==> src/hdl/thpc_pkg.sv <==
// ---------------------------------------------------------------------------
// thpc_pkg
// Shared types, codes and constants of the hex/text pane cursor block.
// ---------------------------------------------------------------------------
package thpc_pkg;

  // field widths
  localparam int unsigned BYTE_W     = 8;
  localparam int unsigned COL_W      = 6;
  localparam int unsigned ROW_W      = 5;
  localparam int unsigned CFG_DATA_W = 32;
  localparam int unsigned CFG_ADDR_W = 4;

  // command queue depth between front and back
  localparam int unsigned QUEUE_DEPTH = 4;

  // special characters
  localparam logic [BYTE_W-1:0] CH_CR    = 8'h0D;
  localparam logic [BYTE_W-1:0] CH_LF    = 8'h0A;
  localparam logic [BYTE_W-1:0] CH_SPACE = 8'h20;

  // register reset values
  localparam logic [ROW_W-1:0] TOP_ROW_RST     = 5'd3;
  localparam logic [ROW_W-1:0] BOTTOM_ROW_RST  = 5'd10;
  localparam logic [COL_W-1:0] LAST_COLUMN_RST = 6'd29;

  // register indexes (byte address / 4)
  localparam logic [1:0] REG_HEX_MODE    = 2'd0;
  localparam logic [1:0] REG_TOP_ROW     = 2'd1;
  localparam logic [1:0] REG_BOTTOM_ROW  = 2'd2;
  localparam logic [1:0] REG_LAST_COLUMN = 2'd3;

  // write kinds
  localparam logic WK_CELL  = 1'b0;
  localparam logic WK_CLEAR = 1'b1;

  // input opcodes
  localparam logic OP_DISPLAY = 1'b0;
  localparam logic OP_CLEAR   = 1'b1;

  typedef struct packed {
    logic             hex_mode;
    logic [ROW_W-1:0] top_row;
    logic [ROW_W-1:0] bottom_row;
    logic [COL_W-1:0] last_column;
  } cfg_t;

  // request class decided by the front
  typedef enum logic [2:0] {
    K_CLEAR = 3'd0,
    K_CR    = 3'd1,
    K_LF    = 3'd2,
    K_TEXT  = 3'd3,
    K_HEX   = 3'd4
  } cmd_kind_t;

  typedef struct packed {
    cmd_kind_t         kind;
    logic [BYTE_W-1:0] byte_value;
    logic              buffer_end;
  } cmd_t;

  typedef struct packed {
    logic              write_kind;
    logic [COL_W-1:0]  cell_column;
    logic [ROW_W-1:0]  cell_row;
    logic [BYTE_W-1:0] char_code;
    logic              last_of_item;
    logic              buffer_done;
  } result_t;

  // back-end sequencer phases
  typedef enum logic [2:0] {
    PH_HEAD  = 3'b001,
    PH_LO    = 3'b010,
    PH_SPACE = 3'b100
  } phase_t;

  // uppercase ascii hex digit
  function automatic logic [BYTE_W-1:0] hex_char(input logic [3:0] nib);
    logic [BYTE_W-1:0] base;
    base = (nib < 4'd10) ? 8'h30 : 8'h37;
    return base + {4'b0000, nib};
  endfunction

endpackage

==> src/hdl/thpc_if.sv <==
// ---------------------------------------------------------------------------
// thpc_in_if / thpc_out_if
// Valid/ready channels for incoming bytes and outgoing pane writes.
// ---------------------------------------------------------------------------
interface thpc_in_if;
  logic                        valid;
  logic                        ready;
  logic                        opcode;
  logic [thpc_pkg::BYTE_W-1:0] byte_value;
  logic                        buffer_end;

  modport source (output valid, output opcode, output byte_value, output buffer_end,
                  input ready);
  modport sink   (input valid, input opcode, input byte_value, input buffer_end,
                  output ready);
endinterface

interface thpc_out_if;
  logic                        valid;
  logic                        ready;
  logic                        write_kind;
  logic [thpc_pkg::COL_W-1:0]  cell_column;
  logic [thpc_pkg::ROW_W-1:0]  cell_row;
  logic [thpc_pkg::BYTE_W-1:0] char_code;
  logic                        last_of_item;
  logic                        buffer_done;

  modport source (output valid, output write_kind, output cell_column, output cell_row,
                  output char_code, output last_of_item, output buffer_done,
                  input ready);
  modport sink   (input valid, input write_kind, input cell_column, input cell_row,
                  input char_code, input last_of_item, input buffer_done,
                  output ready);
endinterface

==> src/hdl/thpc_regs.sv <==
// ---------------------------------------------------------------------------
// thpc_regs
// APB-style configuration registers: mode and pane geometry.
// ---------------------------------------------------------------------------
module thpc_regs (
  input  logic                            clk,
  input  logic                            rst_n,
  input  logic                            psel,
  input  logic                            penable,
  input  logic                            pwrite,
  input  logic [thpc_pkg::CFG_ADDR_W-1:0] paddr,
  input  logic [thpc_pkg::CFG_DATA_W-1:0] pwdata,
  output logic [thpc_pkg::CFG_DATA_W-1:0] prdata,
  output logic                            pready,
  output thpc_pkg::cfg_t                  cfg
);
  import thpc_pkg::*;

  cfg_t       cfg_r;
  logic       wr_en;
  logic [1:0] reg_idx;

  assign pready  = 1'b1;
  assign wr_en   = psel & penable & pwrite;
  assign reg_idx = paddr[3:2];
  assign cfg     = cfg_r;

  // register writes
  always_ff @(posedge clk) begin
    if (!rst_n) begin
      cfg_r.hex_mode    <= 1'b0;
      cfg_r.top_row     <= TOP_ROW_RST;
      cfg_r.bottom_row  <= BOTTOM_ROW_RST;
      cfg_r.last_column <= LAST_COLUMN_RST;
    end else if (wr_en) begin
      unique case (reg_idx)
        REG_HEX_MODE:    cfg_r.hex_mode    <= pwdata[0];
        REG_TOP_ROW:     cfg_r.top_row     <= pwdata[ROW_W-1:0];
        REG_BOTTOM_ROW:  cfg_r.bottom_row  <= pwdata[ROW_W-1:0];
        REG_LAST_COLUMN: cfg_r.last_column <= pwdata[COL_W-1:0];
        default:         cfg_r.hex_mode    <= cfg_r.hex_mode;
      endcase
    end
  end

  // read mux
  always_comb begin
    prdata = '0;
    unique case (reg_idx)
      REG_HEX_MODE:    prdata = {{(CFG_DATA_W-1){1'b0}}, cfg_r.hex_mode};
      REG_TOP_ROW:     prdata = {{(CFG_DATA_W-ROW_W){1'b0}}, cfg_r.top_row};
      REG_BOTTOM_ROW:  prdata = {{(CFG_DATA_W-ROW_W){1'b0}}, cfg_r.bottom_row};
      REG_LAST_COLUMN: prdata = {{(CFG_DATA_W-COL_W){1'b0}}, cfg_r.last_column};
      default:         prdata = '0;
    endcase
  end

endmodule

==> src/hdl/thpc_front.sv <==
// ---------------------------------------------------------------------------
// thpc_front
// Accepts input requests and classifies them into back-end commands.
// ---------------------------------------------------------------------------
module thpc_front (
  thpc_in_if.sink         in_ch,
  input  logic            hex_mode,
  input  logic            queue_full,
  output logic            push,
  output thpc_pkg::cmd_t  push_cmd
);
  import thpc_pkg::*;

  cmd_kind_t kind;

  assign in_ch.ready = !queue_full;
  assign push        = in_ch.valid & !queue_full;

  // classify the request
  always_comb begin
    priority if (in_ch.opcode == OP_CLEAR) begin
      kind = K_CLEAR;
    end else if (in_ch.byte_value == CH_CR) begin
      kind = K_CR;
    end else if (in_ch.byte_value == CH_LF) begin
      kind = K_LF;
    end else if (hex_mode) begin
      kind = K_HEX;
    end else begin
      kind = K_TEXT;
    end
  end

  assign push_cmd.kind       = kind;
  assign push_cmd.byte_value = in_ch.byte_value;
  assign push_cmd.buffer_end = in_ch.buffer_end;

endmodule

==> src/hdl/thpc_cmd_queue.sv <==
// ---------------------------------------------------------------------------
// thpc_cmd_queue
// Short command queue that decouples the front from the back sequencer.
// ---------------------------------------------------------------------------
module thpc_cmd_queue (
  input  logic           clk,
  input  logic           rst_n,
  input  logic           push,
  input  thpc_pkg::cmd_t push_cmd,
  input  logic           pop,
  output logic           full,
  output logic           head_valid,
  output thpc_pkg::cmd_t head_cmd
);
  import thpc_pkg::*;

  localparam int unsigned PTR_W = $clog2(QUEUE_DEPTH);
  localparam int unsigned CNT_W = $clog2(QUEUE_DEPTH + 1);

  cmd_t             slot_r [QUEUE_DEPTH];
  logic [PTR_W-1:0] wr_ptr_r;
  logic [PTR_W-1:0] rd_ptr_r;
  logic [CNT_W-1:0] cnt_r;
  logic             do_pop;

  assign full       = (cnt_r == CNT_W'(QUEUE_DEPTH));
  assign head_valid = (cnt_r != '0);
  assign head_cmd   = slot_r[rd_ptr_r];
  assign do_pop     = pop & head_valid;

  // entry storage
  always_ff @(posedge clk) begin
    if (push) begin
      slot_r[wr_ptr_r] <= push_cmd;
    end
  end

  // pointers and fill count
  always_ff @(posedge clk) begin
    if (!rst_n) begin
      wr_ptr_r <= '0;
      rd_ptr_r <= '0;
      cnt_r    <= '0;
    end else begin
      if (push) begin
        wr_ptr_r <= wr_ptr_r + 1'b1;
      end
      if (do_pop) begin
        rd_ptr_r <= rd_ptr_r + 1'b1;
      end
      if (push && !do_pop) begin
        cnt_r <= cnt_r + 1'b1;
      end else if (!push && do_pop) begin
        cnt_r <= cnt_r - 1'b1;
      end
    end
  end

endmodule

==> src/hdl/thpc_back.sv <==
// ---------------------------------------------------------------------------
// thpc_back
// Cursor sequencer: turns commands into pane writes, at most one per cycle, none while the output stalls.
// ---------------------------------------------------------------------------
module thpc_back (
  input  logic           clk,
  input  logic           rst_n,
  input  thpc_pkg::cfg_t cfg,
  input  logic           head_valid,
  input  thpc_pkg::cmd_t head_cmd,
  output logic           pop,
  thpc_out_if.source     out_ch
);
  import thpc_pkg::*;

  logic [COL_W-1:0] col_r, col_nxt;
  logic [ROW_W-1:0] row_r, row_nxt;
  logic             pend_r, pend_nxt;
  phase_t           phase_r, phase_nxt;
  logic             out_valid_r;
  result_t          out_r;

  logic             step;
  logic             emit;
  result_t          res;
  logic [ROW_W:0]   row_inc;
  logic             row_wrap;
  logic [ROW_W-1:0] nr_row;
  logic [COL_W:0]   adv_sum;
  logic             col_wrap;
  logic             is_crlf;

  assign step    = head_valid & (!out_valid_r | out_ch.ready);
  assign is_crlf = (head_cmd.kind == K_CR) || (head_cmd.kind == K_LF);

  // row advance with wrap to the top row
  assign row_inc  = {1'b0, row_r} + 1'b1;
  assign row_wrap = row_inc > {1'b0, cfg.bottom_row};
  assign nr_row   = row_wrap ? cfg.top_row : row_inc[ROW_W-1:0];

  // column advance: two after the hex digits, one otherwise
  assign adv_sum  = {1'b0, col_r} + ((phase_r == PH_LO) ? 7'd2 : 7'd1);
  assign col_wrap = adv_sum > {1'b0, cfg.last_column};

  // sequencer step
  always_comb begin
    col_nxt   = col_r;
    row_nxt   = row_r;
    pend_nxt  = pend_r;
    phase_nxt = phase_r;
    pop       = 1'b0;
    emit      = 1'b0;
    res.write_kind   = WK_CELL;
    res.cell_column  = col_r;
    res.cell_row     = row_r;
    res.char_code    = CH_SPACE;
    res.last_of_item = 1'b0;
    res.buffer_done  = 1'b0;
    if (step) begin
      unique case (phase_r)
        PH_HEAD: begin
          if (head_cmd.kind == K_CLEAR) begin
            // clear request: home the cursor, pending flag kept
            emit             = 1'b1;
            res.write_kind   = WK_CLEAR;
            res.cell_column  = '0;
            res.cell_row     = cfg.top_row;
            res.last_of_item = 1'b1;
            col_nxt          = '0;
            row_nxt          = cfg.top_row;
            pop              = 1'b1;
          end else if (pend_r) begin
            // pending clear goes out first, the byte stays at the head
            emit             = 1'b1;
            res.write_kind   = WK_CLEAR;
            res.cell_column  = '0;
            res.cell_row     = cfg.top_row;
            res.last_of_item = is_crlf;
            col_nxt          = '0;
            row_nxt          = cfg.top_row;
            pend_nxt         = 1'b0;
          end else begin
            unique case (head_cmd.kind)
              K_CR: begin
                col_nxt = '0;
                pop     = 1'b1;
              end
              K_LF: begin
                row_nxt  = nr_row;
                pend_nxt = pend_r | row_wrap;
                pop      = 1'b1;
              end
              K_TEXT: begin
                emit             = 1'b1;
                res.char_code    = head_cmd.byte_value;
                res.last_of_item = 1'b1;
                pop              = 1'b1;
                if (col_wrap) begin
                  col_nxt  = '0;
                  row_nxt  = nr_row;
                  pend_nxt = pend_r | row_wrap;
                end else begin
                  col_nxt = adv_sum[COL_W-1:0];
                end
              end
              K_HEX: begin
                emit          = 1'b1;
                res.char_code = hex_char(head_cmd.byte_value[7:4]);
                phase_nxt     = PH_LO;
              end
              default: begin
                pop = 1'b1;
              end
            endcase
          end
        end
        PH_LO: begin
          // low digit one column on, wrap check after both digits
          emit            = 1'b1;
          res.cell_column = col_r + 1'b1;
          res.char_code   = hex_char(head_cmd.byte_value[3:0]);
          phase_nxt       = PH_SPACE;
          if (col_wrap) begin
            col_nxt  = '0;
            row_nxt  = nr_row;
            pend_nxt = pend_r | row_wrap;
          end else begin
            col_nxt = adv_sum[COL_W-1:0];
          end
        end
        PH_SPACE: begin
          emit             = 1'b1;
          res.last_of_item = 1'b1;
          pop              = 1'b1;
          phase_nxt        = PH_HEAD;
          if (col_wrap) begin
            col_nxt  = '0;
            row_nxt  = nr_row;
            pend_nxt = pend_r | row_wrap;
          end else begin
            col_nxt = adv_sum[COL_W-1:0];
          end
        end
        default: begin
          phase_nxt = PH_HEAD;
        end
      endcase
    end
    res.buffer_done = res.last_of_item & head_cmd.buffer_end;
  end

  // cursor and phase state
  always_ff @(posedge clk) begin
    if (!rst_n) begin
      col_r   <= '0;
      row_r   <= TOP_ROW_RST;
      pend_r  <= 1'b0;
      phase_r <= PH_HEAD;
    end else begin
      col_r   <= col_nxt;
      row_r   <= row_nxt;
      pend_r  <= pend_nxt;
      phase_r <= phase_nxt;
    end
  end

  // output register
  always_ff @(posedge clk) begin
    if (!rst_n) begin
      out_valid_r <= 1'b0;
    end else if (emit) begin
      out_valid_r <= 1'b1;
    end else if (out_ch.ready) begin
      out_valid_r <= 1'b0;
    end
  end

  always_ff @(posedge clk) begin
    if (emit) begin
      out_r <= res;
    end
  end

  assign out_ch.valid        = out_valid_r;
  assign out_ch.write_kind   = out_r.write_kind;
  assign out_ch.cell_column  = out_r.cell_column;
  assign out_ch.cell_row     = out_r.cell_row;
  assign out_ch.char_code    = out_r.char_code;
  assign out_ch.last_of_item = out_r.last_of_item;
  assign out_ch.buffer_done  = out_r.buffer_done;

endmodule

==> src/hdl/text_hex_pane_cursor.sv <==
// Path: a request's first pane write passes through the command queue and the output register.
// Throughput: at most one pane write per cycle, none while the output stalls; a text
// byte gives 1 write, a hex byte 3, a CR or LF none, a pending clear adds 1 (up to 4).
// A 4-entry command queue lets input be taken while the sequencer or output stalls.
// Reset (synchronous, active low): cursor to column 0 row 3, no clear pending,
// queue and output empty, registers to text mode, rows 3..10, last column 29.
// ---------------------------------------------------------------------------
// text_hex_pane_cursor
// Places received bytes into a character pane as cell writes and clears.
// ---------------------------------------------------------------------------
module text_hex_pane_cursor (
  input  logic                            clk,
  input  logic                            rst_n,
  thpc_in_if.sink                         in_ch,
  thpc_out_if.source                      out_ch,
  input  logic                            psel,
  input  logic                            penable,
  input  logic                            pwrite,
  input  logic [thpc_pkg::CFG_ADDR_W-1:0] paddr,
  input  logic [thpc_pkg::CFG_DATA_W-1:0] pwdata,
  output logic [thpc_pkg::CFG_DATA_W-1:0] prdata,
  output logic                            pready
);
  import thpc_pkg::*;

  cfg_t cfg;
  logic push;
  cmd_t push_cmd;
  logic queue_full;
  logic pop;
  logic head_valid;
  cmd_t head_cmd;

  // configuration registers
  thpc_regs u_regs (
    .clk     (clk),
    .rst_n   (rst_n),
    .psel    (psel),
    .penable (penable),
    .pwrite  (pwrite),
    .paddr   (paddr),
    .pwdata  (pwdata),
    .prdata  (prdata),
    .pready  (pready),
    .cfg     (cfg)
  );

  // request intake and classification
  thpc_front u_front (
    .in_ch      (in_ch),
    .hex_mode   (cfg.hex_mode),
    .queue_full (queue_full),
    .push       (push),
    .push_cmd   (push_cmd)
  );

  // command queue
  thpc_cmd_queue u_queue (
    .clk        (clk),
    .rst_n      (rst_n),
    .push       (push),
    .push_cmd   (push_cmd),
    .pop        (pop),
    .full       (queue_full),
    .head_valid (head_valid),
    .head_cmd   (head_cmd)
  );

  // cursor sequencer and output register
  thpc_back u_back (
    .clk        (clk),
    .rst_n      (rst_n),
    .cfg        (cfg),
    .head_valid (head_valid),
    .head_cmd   (head_cmd),
    .pop        (pop),
    .out_ch     (out_ch)
  );

endmodule
==> src/flat_wrapper.sv <==
// flat-port wrapper written by rule: the top's interface ports become plain ports
module text_hex_pane_cursor_flat import thpc_pkg::*;
  (clk, rst_n, psel, penable, pwrite, paddr, pwdata, prdata, pready, in_ch_valid, in_ch_opcode, in_ch_byte_value, in_ch_buffer_end, in_ch_ready, out_ch_valid, out_ch_write_kind, out_ch_cell_column, out_ch_cell_row, out_ch_char_code, out_ch_last_of_item, out_ch_buffer_done, out_ch_ready);
  thpc_in_if in_ch_i ();
  thpc_out_if out_ch_i ();
  input  logic clk;
  input  logic rst_n;
  input  logic psel;
  input  logic penable;
  input  logic pwrite;
  input  logic [thpc_pkg::CFG_ADDR_W-1:0] paddr;
  input  logic [thpc_pkg::CFG_DATA_W-1:0] pwdata;
  output logic [thpc_pkg::CFG_DATA_W-1:0] prdata;
  output logic pready;
  input wire logic [$bits(in_ch_i.valid)-1:0] in_ch_valid;
  input wire logic [$bits(in_ch_i.opcode)-1:0] in_ch_opcode;
  input wire logic [$bits(in_ch_i.byte_value)-1:0] in_ch_byte_value;
  input wire logic [$bits(in_ch_i.buffer_end)-1:0] in_ch_buffer_end;
  output wire logic [$bits(in_ch_i.ready)-1:0] in_ch_ready;
  output wire logic [$bits(out_ch_i.valid)-1:0] out_ch_valid;
  output wire logic [$bits(out_ch_i.write_kind)-1:0] out_ch_write_kind;
  output wire logic [$bits(out_ch_i.cell_column)-1:0] out_ch_cell_column;
  output wire logic [$bits(out_ch_i.cell_row)-1:0] out_ch_cell_row;
  output wire logic [$bits(out_ch_i.char_code)-1:0] out_ch_char_code;
  output wire logic [$bits(out_ch_i.last_of_item)-1:0] out_ch_last_of_item;
  output wire logic [$bits(out_ch_i.buffer_done)-1:0] out_ch_buffer_done;
  input wire logic [$bits(out_ch_i.ready)-1:0] out_ch_ready;
  assign in_ch_i.valid = in_ch_valid;
  assign in_ch_i.opcode = in_ch_opcode;
  assign in_ch_i.byte_value = in_ch_byte_value;
  assign in_ch_i.buffer_end = in_ch_buffer_end;
  assign in_ch_ready = in_ch_i.ready;
  assign out_ch_valid = out_ch_i.valid;
  assign out_ch_write_kind = out_ch_i.write_kind;
  assign out_ch_cell_column = out_ch_i.cell_column;
  assign out_ch_cell_row = out_ch_i.cell_row;
  assign out_ch_char_code = out_ch_i.char_code;
  assign out_ch_last_of_item = out_ch_i.last_of_item;
  assign out_ch_buffer_done = out_ch_i.buffer_done;
  assign out_ch_i.ready = out_ch_ready;
  text_hex_pane_cursor u_core (.clk(clk), .rst_n(rst_n), .in_ch(in_ch_i), .out_ch(out_ch_i), .psel(psel), .penable(penable), .pwrite(pwrite), .paddr(paddr), .pwdata(pwdata), .prdata(prdata), .pready(pready));
endmodule
==> config.mk <==
export PLATFORM = sky130hd
export DESIGN_NAME = text_hex_pane_cursor_flat
export DESIGN_NICKNAME = d
export VERILOG_FILES = /design/src/hdl/thpc_pkg.sv /design/src/hdl/thpc_if.sv /design/src/hdl/thpc_regs.sv /design/src/hdl/thpc_front.sv /design/src/hdl/thpc_cmd_queue.sv /design/src/hdl/thpc_back.sv /design/src/hdl/text_hex_pane_cursor.sv /design/src/flat_wrapper.sv
export SDC_FILE = /design/constraint.sdc
export NUM_CORES = 1
export LEC_CHECK = 0
export ABC_AREA = 1
export BUFFER_PORTS_ARGS = -buffer_cell sky130_fd_sc_hd__buf_2
export CAP_MARGIN = 20
export CORE_MARGIN = 2
export CORE_UTILIZATION = 50
export CTS_CLUSTER_SIZE = 14
export DETAILED_ROUTE_END_ITERATION = 16
export PLACE_DENSITY = 0.7
export SLEW_MARGIN = 10
export SYNTH_ARGS = -nofsm -noshare
export SYNTH_HDL_FRONTEND = slang
export SYNTH_SLANG_ARGS = --single-unit
==> constraint.sdc <==
create_clock -name clk -period 4.21 [get_ports clk]
set_input_delay 0.842 -clock clk [delete_from_list [all_inputs] [get_ports clk]]
set_output_delay 0.842 -clock clk [all_outputs]
set_load 0.05 [all_outputs]
### Yosys cells after proc, flatten, opt, wreduce, memory -nomap -nowiden

Memory sizes are Yosys's and may differ from the RTL's. A register that Yosys moved wholly into a read port is not among the register bits.
Index checks and enable logic that the tools add are counted.

* flip-flop bits (word level): 62
* RAM bits: 48
* input port bits: 53
* output and inout bits: 57
* logic and storage cells: 143
* memories: 1

* add/subtract/negate cells: 9
* magnitude comparators: 4
* equal/unequal tests: 19
* muxes and demuxes: 60
* bitwise gates (word level): 8
* reductions and logical operators: 24

Memory list
* u_core.u_queue.slot_r: depth 4, width 12, rd ports 1, clocked after memory_dff 1, wr ports 1, RTL line thpc_cmd_queue.sv:20 `cmd_t slot_r [QUEUE_DEPTH];`

Operators by type and width (count)
* $pmux 32 s4: 1
* $pmux 6 s2: 3
* $mux 3: 11
* $pmux 8 s2: 2
* $mux 5: 5
* $mux 12: 2
* $mux 20: 1
* $pmux 5 s2: 2
* $mux 1: 19
* $mux 6: 3
* $eq 8x4->1 const B: 2
* $mux 8: 2
* $add 6x4->7: 2
* $ne 5x4->1 const B: 2
* $pmux 1 s2: 5
* $reduce_and 2->1: 5
* $eq 3x2->1 const B: 3
* $eq 3x3->1 const B: 3
* $lt 4x4->1 const B: 2
* $reduce_and 4->1: 2
* $add 6x2->7: 1
* $gt 7x6->1: 1
* $add 5x1->6 const B: 1
* $add 6x1->6 const B: 1
* 22 further kinds: 43

### Depth between registers and ports, before layout

* depth in word-level cells: 10
* gate-level depth with buffers: 24
* depth with buffers taken out: 23

### Cells and area by module

From an unflattened synthesis, not the netlist that was laid out.

* cells, all modules: 802
* area total of the unflattened synthesis: 6462.4 µm²

Modules (own cells, without submodules)
* thpc_back: times used 1, cells an instance 430, area an instance 3021.6 µm², sequential area each 980.9 µm²
* thpc_cmd_queue: times used 1, cells an instance 179, area an instance 2247.2 µm², sequential area each 1621.6 µm²
* thpc_regs: times used 1, cells an instance 157, area an instance 1011.0 µm², sequential area each 340.3 µm²
* thpc_front: times used 1, cells an instance 36, area an instance 182.7 µm², sequential area each 0.0 µm²

### Worst setup path before layout

No wires, ideal clock.

* path type: register to register
* start: reg u_core.u_back.phase_r[2]
* end: reg u_core.u_back.row_r[2]
* library setup time: 0.069 ns
* arrival time: 3.108 ns
* required time: 4.141 ns
* path slack: 1.034 ns
* stages on the path, launching flop included: 21
* path buffers: 1
* period minus slack after synthesis: 3.176 ns
* path through: dfxtp_1 > nor3_4 > inv_2 > clkbuf_1 > ha_1 > fa_1 > nand2_1 > o21ai_0 > nand2_1 > inv_1 > ha_1 > nand2_1 > nor2_1 > nand4_1 > a21boi_2 > nand2_1 > nand3_1 > nand2_1 > inv_2 > nand2_1 > a21oi_2

* longest elaborated chain between the ends: 9
* elaborated cells on any way between the ends: 15
* those cells by class: 1 x add/sub; 1 x order compare; 4 x eq/ne; 6 x mux; 3 x reduce/logical

RTL lines
* start: declaration: RTL line thpc_back.sv:19 `phase_t phase_r, phase_nxt;`
* start signal: assignment: RTL line thpc_back.sv:163 `phase_r <= phase_nxt;`
* $eq 3x2->1: RTL line thpc_back.sv:42, thpc_back.sv:60
* $mux 2: RTL line thpc_back.sv:42 `assign adv_sum = {1'b0, col_r} + ((phase_r == PH_LO) ? 7'd2 : 7'd1);`
* $add 6x2->7: RTL line thpc_back.sv:42
* $gt 7x6->1: RTL line thpc_back.sv:43 `assign col_wrap = adv_sum > {1'b0, cfg.last_column};`
* $mux 5
* $pmux 5 s2
* $mux 5 (2 in series)
* $pmux 5 s2: RTL line thpc_back.sv:60 `unique case (phase_r)`
* end signal: assignment: RTL line thpc_back.sv:161 `row_r <= row_nxt;`
* end: declaration: RTL line thpc_back.sv:17 `logic [ROW_W-1:0] row_r, row_nxt;`

Parallel ways exist; a longest one is shown, timed or not.
A chain may end at the register's enable or synchronous reset.

### Worst setup path after layout

* start: reg u_core.u_back.phase_r[2]
* end: reg u_core.u_back.row_r[4]

The elaborated chain is that of the path after synthesis.

==> load_flow_metrics.sql <==
INSERT INTO impl_metrics (metric_group, metric, value, unit) VALUES
('clock_network', 'ctsLongestPathBuffers', '2', ''),
('timing', 'fin_hold_ws', '0.476', 'ns'),
('cells_and_area', 'layout-area-overhead-vs-synth', '10.7', '%'),
('clock_network', 'cts.clk_slew.worst_paths', '0.07', 'ns'),
('cells_and_area', 'register_area', '2940', 'um^2'),
('power_and_ir_drop', 'power_density_over_cell_area', '790', 'nW/um^2'),
('clock_network', 'cts_hold_buf', '0', ''),
('yosys', 'synth_ff_type', 'sky130_fd_sc_hd__edfxtp_1', ''),
('worst_hold_path', 'holdCritPathClass', 'reg2reg', ''),
('yosys', 'post_synth_inst_count', '745', ''),
('timing', 'timing.setup.tns', '0', 'ns'),
('worst_setup_path', 'critical_path_required', '4.50', 'ns'),
('floorplanning', 'top_level_ports', '110', ''),
('timing', 'timing.max_slew.rel_slack', '51.3', '%'),
('timing', 'final_period_minus_worst_setup_slack', '3.51', 'ns'),
('worst_setup_path', 'critPathArrivalTime', '3.80', 'ns'),
('floorplanning', 'initial_core_util', '50.7', '%'),
('timing', 'clock_skew', '0.00581', 'ns'),
('clock_network', 'tritoncts_clock_tree', 'done', ''),
('grt', 'first_global_vias', '4911', ''),
('clock_network', 'clock_latency_on_the_worst_skew_pair', '0.36', 'ns'),
('cells_and_area', 'multi_input_comb_area', '2830', 'um^2'),
('yosys', 'post_synth.cell_area_avg', '8.52', 'um^2'),
('yosys', 'synth_cell_types', '49', ''),
('route', 'drc_errors', '0', ''),
('placement', 'gpl.final_weighted_congestion', '0.901', ''),
('route', 'vias_per_cell', '5.28', ''),
('cells_and_area', 'antenna_cells_inserted', '0', ''),
('power_and_ir_drop', 'finalPower', '0.00555', 'W'),
('clock_network', 'cts.repair_timing.setup_buffer_count', '0', ''),
('route', 'drt_first_iter_violations', '268', ''),
('yosys', 'async_reset_ff_share', '0', '%'),
('floorplanning', 'fp-row-count', '41', ''),
('placement', 'place.detailed.hpwl', '10.4', 'mm'),
('timing', 'worst_pin_slew', '0.728', 'ns'),
('clock_network', 'number_of_cts_inserted_buffers', '9', ''),
('grt', 'grt_antenna_before_repair', '0', ''),
('worst_setup_path', 'critical_path.startpoint_type', 'flop', ''),
('floorplanning', 'die_width', '117', 'um'),
('run_status', 'outcome', 'completed', ''),
('route', 'num_vias', '5179', ''),
('power_and_ir_drop', 'p_leak', '3.03', 'nW'),
('timing', 'period_share', '83.5', '%'),
('route', 'drt-wirelength-per-cell', '14.4', 'um'),
('timing', 'hold_viol', '0', ''),
('clock_network', 'cts.sink_count', '112', ''),
('yosys', 'synth_enable_flop_cells', '70', ''),
('route', 'drt-pass1-iter-count', '5', ''),
('route', 'wl', '14.1', 'mm'),
('grt', 'grtUsageTotal', '22.0', '%'),
('route', 'drtAntennaViolNets', '0', ''),
('clock_network', 'clock-root-buffer', 'sky130_fd_sc_hd__clkbuf_16', ''),
('timing', 'report.final.slew_viol_count', '0', ''),
('yosys', 'synth.yosys.warnings', '0', ''),
('floorplanning', 'die_h', '117', 'um'),
('cells_and_area', 'post_route_cells_drive_above_1_share', '16.1', '%'),
('floorplanning', 'core-area', '12500', 'um^2'),
('timing', 'setup_viol_count_final', '0', ''),
('cells_and_area', 'fillers', '1129', ''),
('power_and_ir_drop', 'worst_ir_drop_vdd', '0.522', 'mV'),
('grt', 'maximum_number_of_pins_on_one_net_before_global_route_repair', '30', ''),
('clock_network', 'ctsHtreeMaxLevel', '3', ''),
('worst_setup_path', 'cp-end-kind', 'flop', ''),
('grt', 'grt-ovfl-total', '0', ''),
('worst_setup_path', 'timing.critical_path.fanout_max', '12', ''),
('grt', 'global_route_wire_length_before_repair', '23.2', 'mm'),
('yosys', 'synth.ff_latch_count', '112', ''),
('run', 'max_cap_violations', '0', ''),
('yosys', 'synth_seq_area_share', '46.4', '%'),
('clock_network', 'post_cts_resize_count', '0', ''),
('timing', 'rsz0062_at_grt', 'false', ''),
('cells_and_area', 'final_nets', '886', ''),
('worst_setup_path', 'timing_worst_setup_path_type', 'reg2reg', ''),
('timing', 'timing.fmax', '0.285', 'GHz'),
('yosys', 'netlist_area_before_placement', '6340', 'um^2'),
('placement', 'buffer_ports.inserted', '54', ''),
('floorplanning', 'design.die.area', '13600', 'um^2');
[flip-flops by register name, summed over array words and instances (netlist names), 3 cells and up, named ones only]
signal / count
u_core.u_regs.cfg: 17
u_core.u_back.out_ch.cell_column: 6
u_core.u_back.phase_r: 3
u_core.u_queue.cnt_r: 3
u_core.u_queue.slot_r: 48
u_core.u_back.col_r: 6
u_core.u_back.out_ch.char_code: 8
u_core.u_back.out_ch.cell_row: 5
u_core.u_back.row_r: 5
[path summary, 6_finish.rpt]
path	start	end	slack [ns]	cells past startpoint
worst max register to register	u_core.u_back.phase_r[2]	u_core.u_back.row_r[4]	0.70	20
worst min-delay path	u_core.u_back.phase_r[1]	u_core.u_back.phase_r[1]	0.48	2
worst min register to register	u_core.u_back.phase_r[1]	u_core.u_back.phase_r[1]	0.48	2
worst max-delay path	u_core.u_back.phase_r[2]	u_core.u_back.row_r[4]	0.70	20
[power by group]
part / internal (W) / switching [W] / leakage, nW / total (W)
Combinational: 0.000875 / 0.00221 / 1.89 / 0.00309
Clock: 0.000465 / 0.000393 / 0.143 / 0.000857
Sequential: 0.00148 / 0.000125 / 0.991 / 0.00161
Total: 0.00282 / 0.00273 / 3.03 / 0.00555
[per-stage QoR]
step / instances / util (%) / cell area (um^2) / setup slack [ns]
floorplan: 770 / - / 6440 / 1.03
global placement: 961 / 53.4 / 6680 / 0.809
detailed placement: 965 / 53.8 / 6730 / 0.749
CTS: 981 / 56.1 / 7020 / 0.733
global route: 981 / 56.1 / 7020 / 0.320
finish: 981 / 56.1 / 7020 / 0.696
[cell type report]
cell class / count / share of cell area (%)
clock buffer: 10 / 3.26
multi-input combinational: 516 / 40.2
tap: 172 / 3.06
sequential: 112 / 41.9
timing repair buffer: 65 / 5.24
clock inverter: 6 / 0.944
inverter: 100 / 5.38
[metal layers]
layer	share of wire, %	vias to the layer above	GRT usage [%]
li1	-	2570	-
met1	46	2418	29.3
met2	46	162	35.6
met3	4.7	29	3.22
met4	2.7	0	9.88
met5	0	-	0
[cell usage in the layout (no fill, tap or decap), types with 4 or more instances in the layout]
cell                        Yosys  layout
sky130_fd_sc_hd__dfxtp_1       42      42
sky130_fd_sc_hd__nand2_1      150     150
sky130_fd_sc_hd__nand3_2        6       6
sky130_fd_sc_hd__buf_6          3       4
sky130_fd_sc_hd__fa_1           4       4
sky130_fd_sc_hd__nand4_1        7       7
sky130_fd_sc_hd__nand3_1       57      57
sky130_fd_sc_hd__ha_1          25      25
sky130_fd_sc_hd__nand2_4        5       5
sky130_fd_sc_hd__inv_1         87      87
sky130_fd_sc_hd__conb_1         2      27
sky130_fd_sc_hd__edfxtp_1      70      70
sky130_fd_sc_hd__buf_4         29       7
sky130_fd_sc_hd__clkbuf_16      0       9
sky130_fd_sc_hd__buf_2          3      54
sky130_fd_sc_hd__inv_2         11      11
sky130_fd_sc_hd__nor2_1        56      56
sky130_fd_sc_hd__nand2_2       10      10
sky130_fd_sc_hd__a21oi_1       48      48
sky130_fd_sc_hd__o21ai_0       50      50
sky130_fd_sc_hd__o211ai_1       6       6
sky130_fd_sc_hd__o21ai_1       17      17
sky130_fd_sc_hd__o221ai_1       4       4
sky130_fd_sc_hd__xor2_1         5       5
sky130_fd_sc_hd__o22ai_1        4       4
[logic make-up (layout without fill, tap and decap cells)]
group,count (synthesis),after routing,synth area share (%)
xor+xnor,5,5,0.690
other cells,2,27,0.118
compound gates,148,148,13.6
simple gates,307,307,22.4
flops,112,112,46.4
buf+inv,142,181,10.6
fa+ha+maj,29,29,6.19
[critical path: stages, from the launching register on]
cell and delay, ns:
sky130_fd_sc_hd__dfxtp_1 0.37, sky130_fd_sc_hd__nor3_4 0.18, sky130_fd_sc_hd__buf_4 0.20, sky130_fd_sc_hd__inv_2 0.12, sky130_fd_sc_hd__ha_1 0.25, sky130_fd_sc_hd__fa_1 0.41, sky130_fd_sc_hd__nand2_1 0.10, sky130_fd_sc_hd__o21ai_0 0.08
sky130_fd_sc_hd__nand2_1 0.11, sky130_fd_sc_hd__inv_1 0.05, sky130_fd_sc_hd__ha_1 0.26, sky130_fd_sc_hd__nand2_1 0.06, sky130_fd_sc_hd__nor2_1 0.12, sky130_fd_sc_hd__nand4_1 0.15, sky130_fd_sc_hd__a21boi_2 0.45, sky130_fd_sc_hd__nand2_1 0.13
sky130_fd_sc_hd__nand3_1 0.11, sky130_fd_sc_hd__nand2_1 0.07, sky130_fd_sc_hd__inv_2 0.04, sky130_fd_sc_hd__nand2_1 0.06, sky130_fd_sc_hd__a21oi_2 0.10
[synthesized netlist by cell type, drive strengths merged, types with 2 or more instances]
| cell type | count | area (um^2) |
|---|---|---|
| buf | 35 | 267 |
| nor2 | 58 | 233 |
| a211oi | 3 | 37.5 |
| dfxtp | 42 | 841 |
| o22ai | 5 | 37.5 |
| a22o | 2 | 17.5 |
| nand2 | 165 | 682 |
| edfxtp | 70 | 2100 |
| nand3 | 64 | 363 |
| nand4 | 8 | 56.3 |
| xor2 | 5 | 43.8 |
| fa | 4 | 80.1 |
| inv | 99 | 374 |
| o21ai | 69 | 353 |
| or2 | 2 | 12.5 |
| nand3b | 3 | 22.5 |
| o221ai | 4 | 35.0 |
| o211ai | 7 | 57.6 |
| ha | 25 | 313 |
| clkbuf | 7 | 26.3 |
| a21oi | 51 | 267 |
| a31oi | 2 | 12.5 |
| conb | 2 | 7.51 |
| nor3 | 5 | 41.3 |
Power figures use the tool's default switching activity.
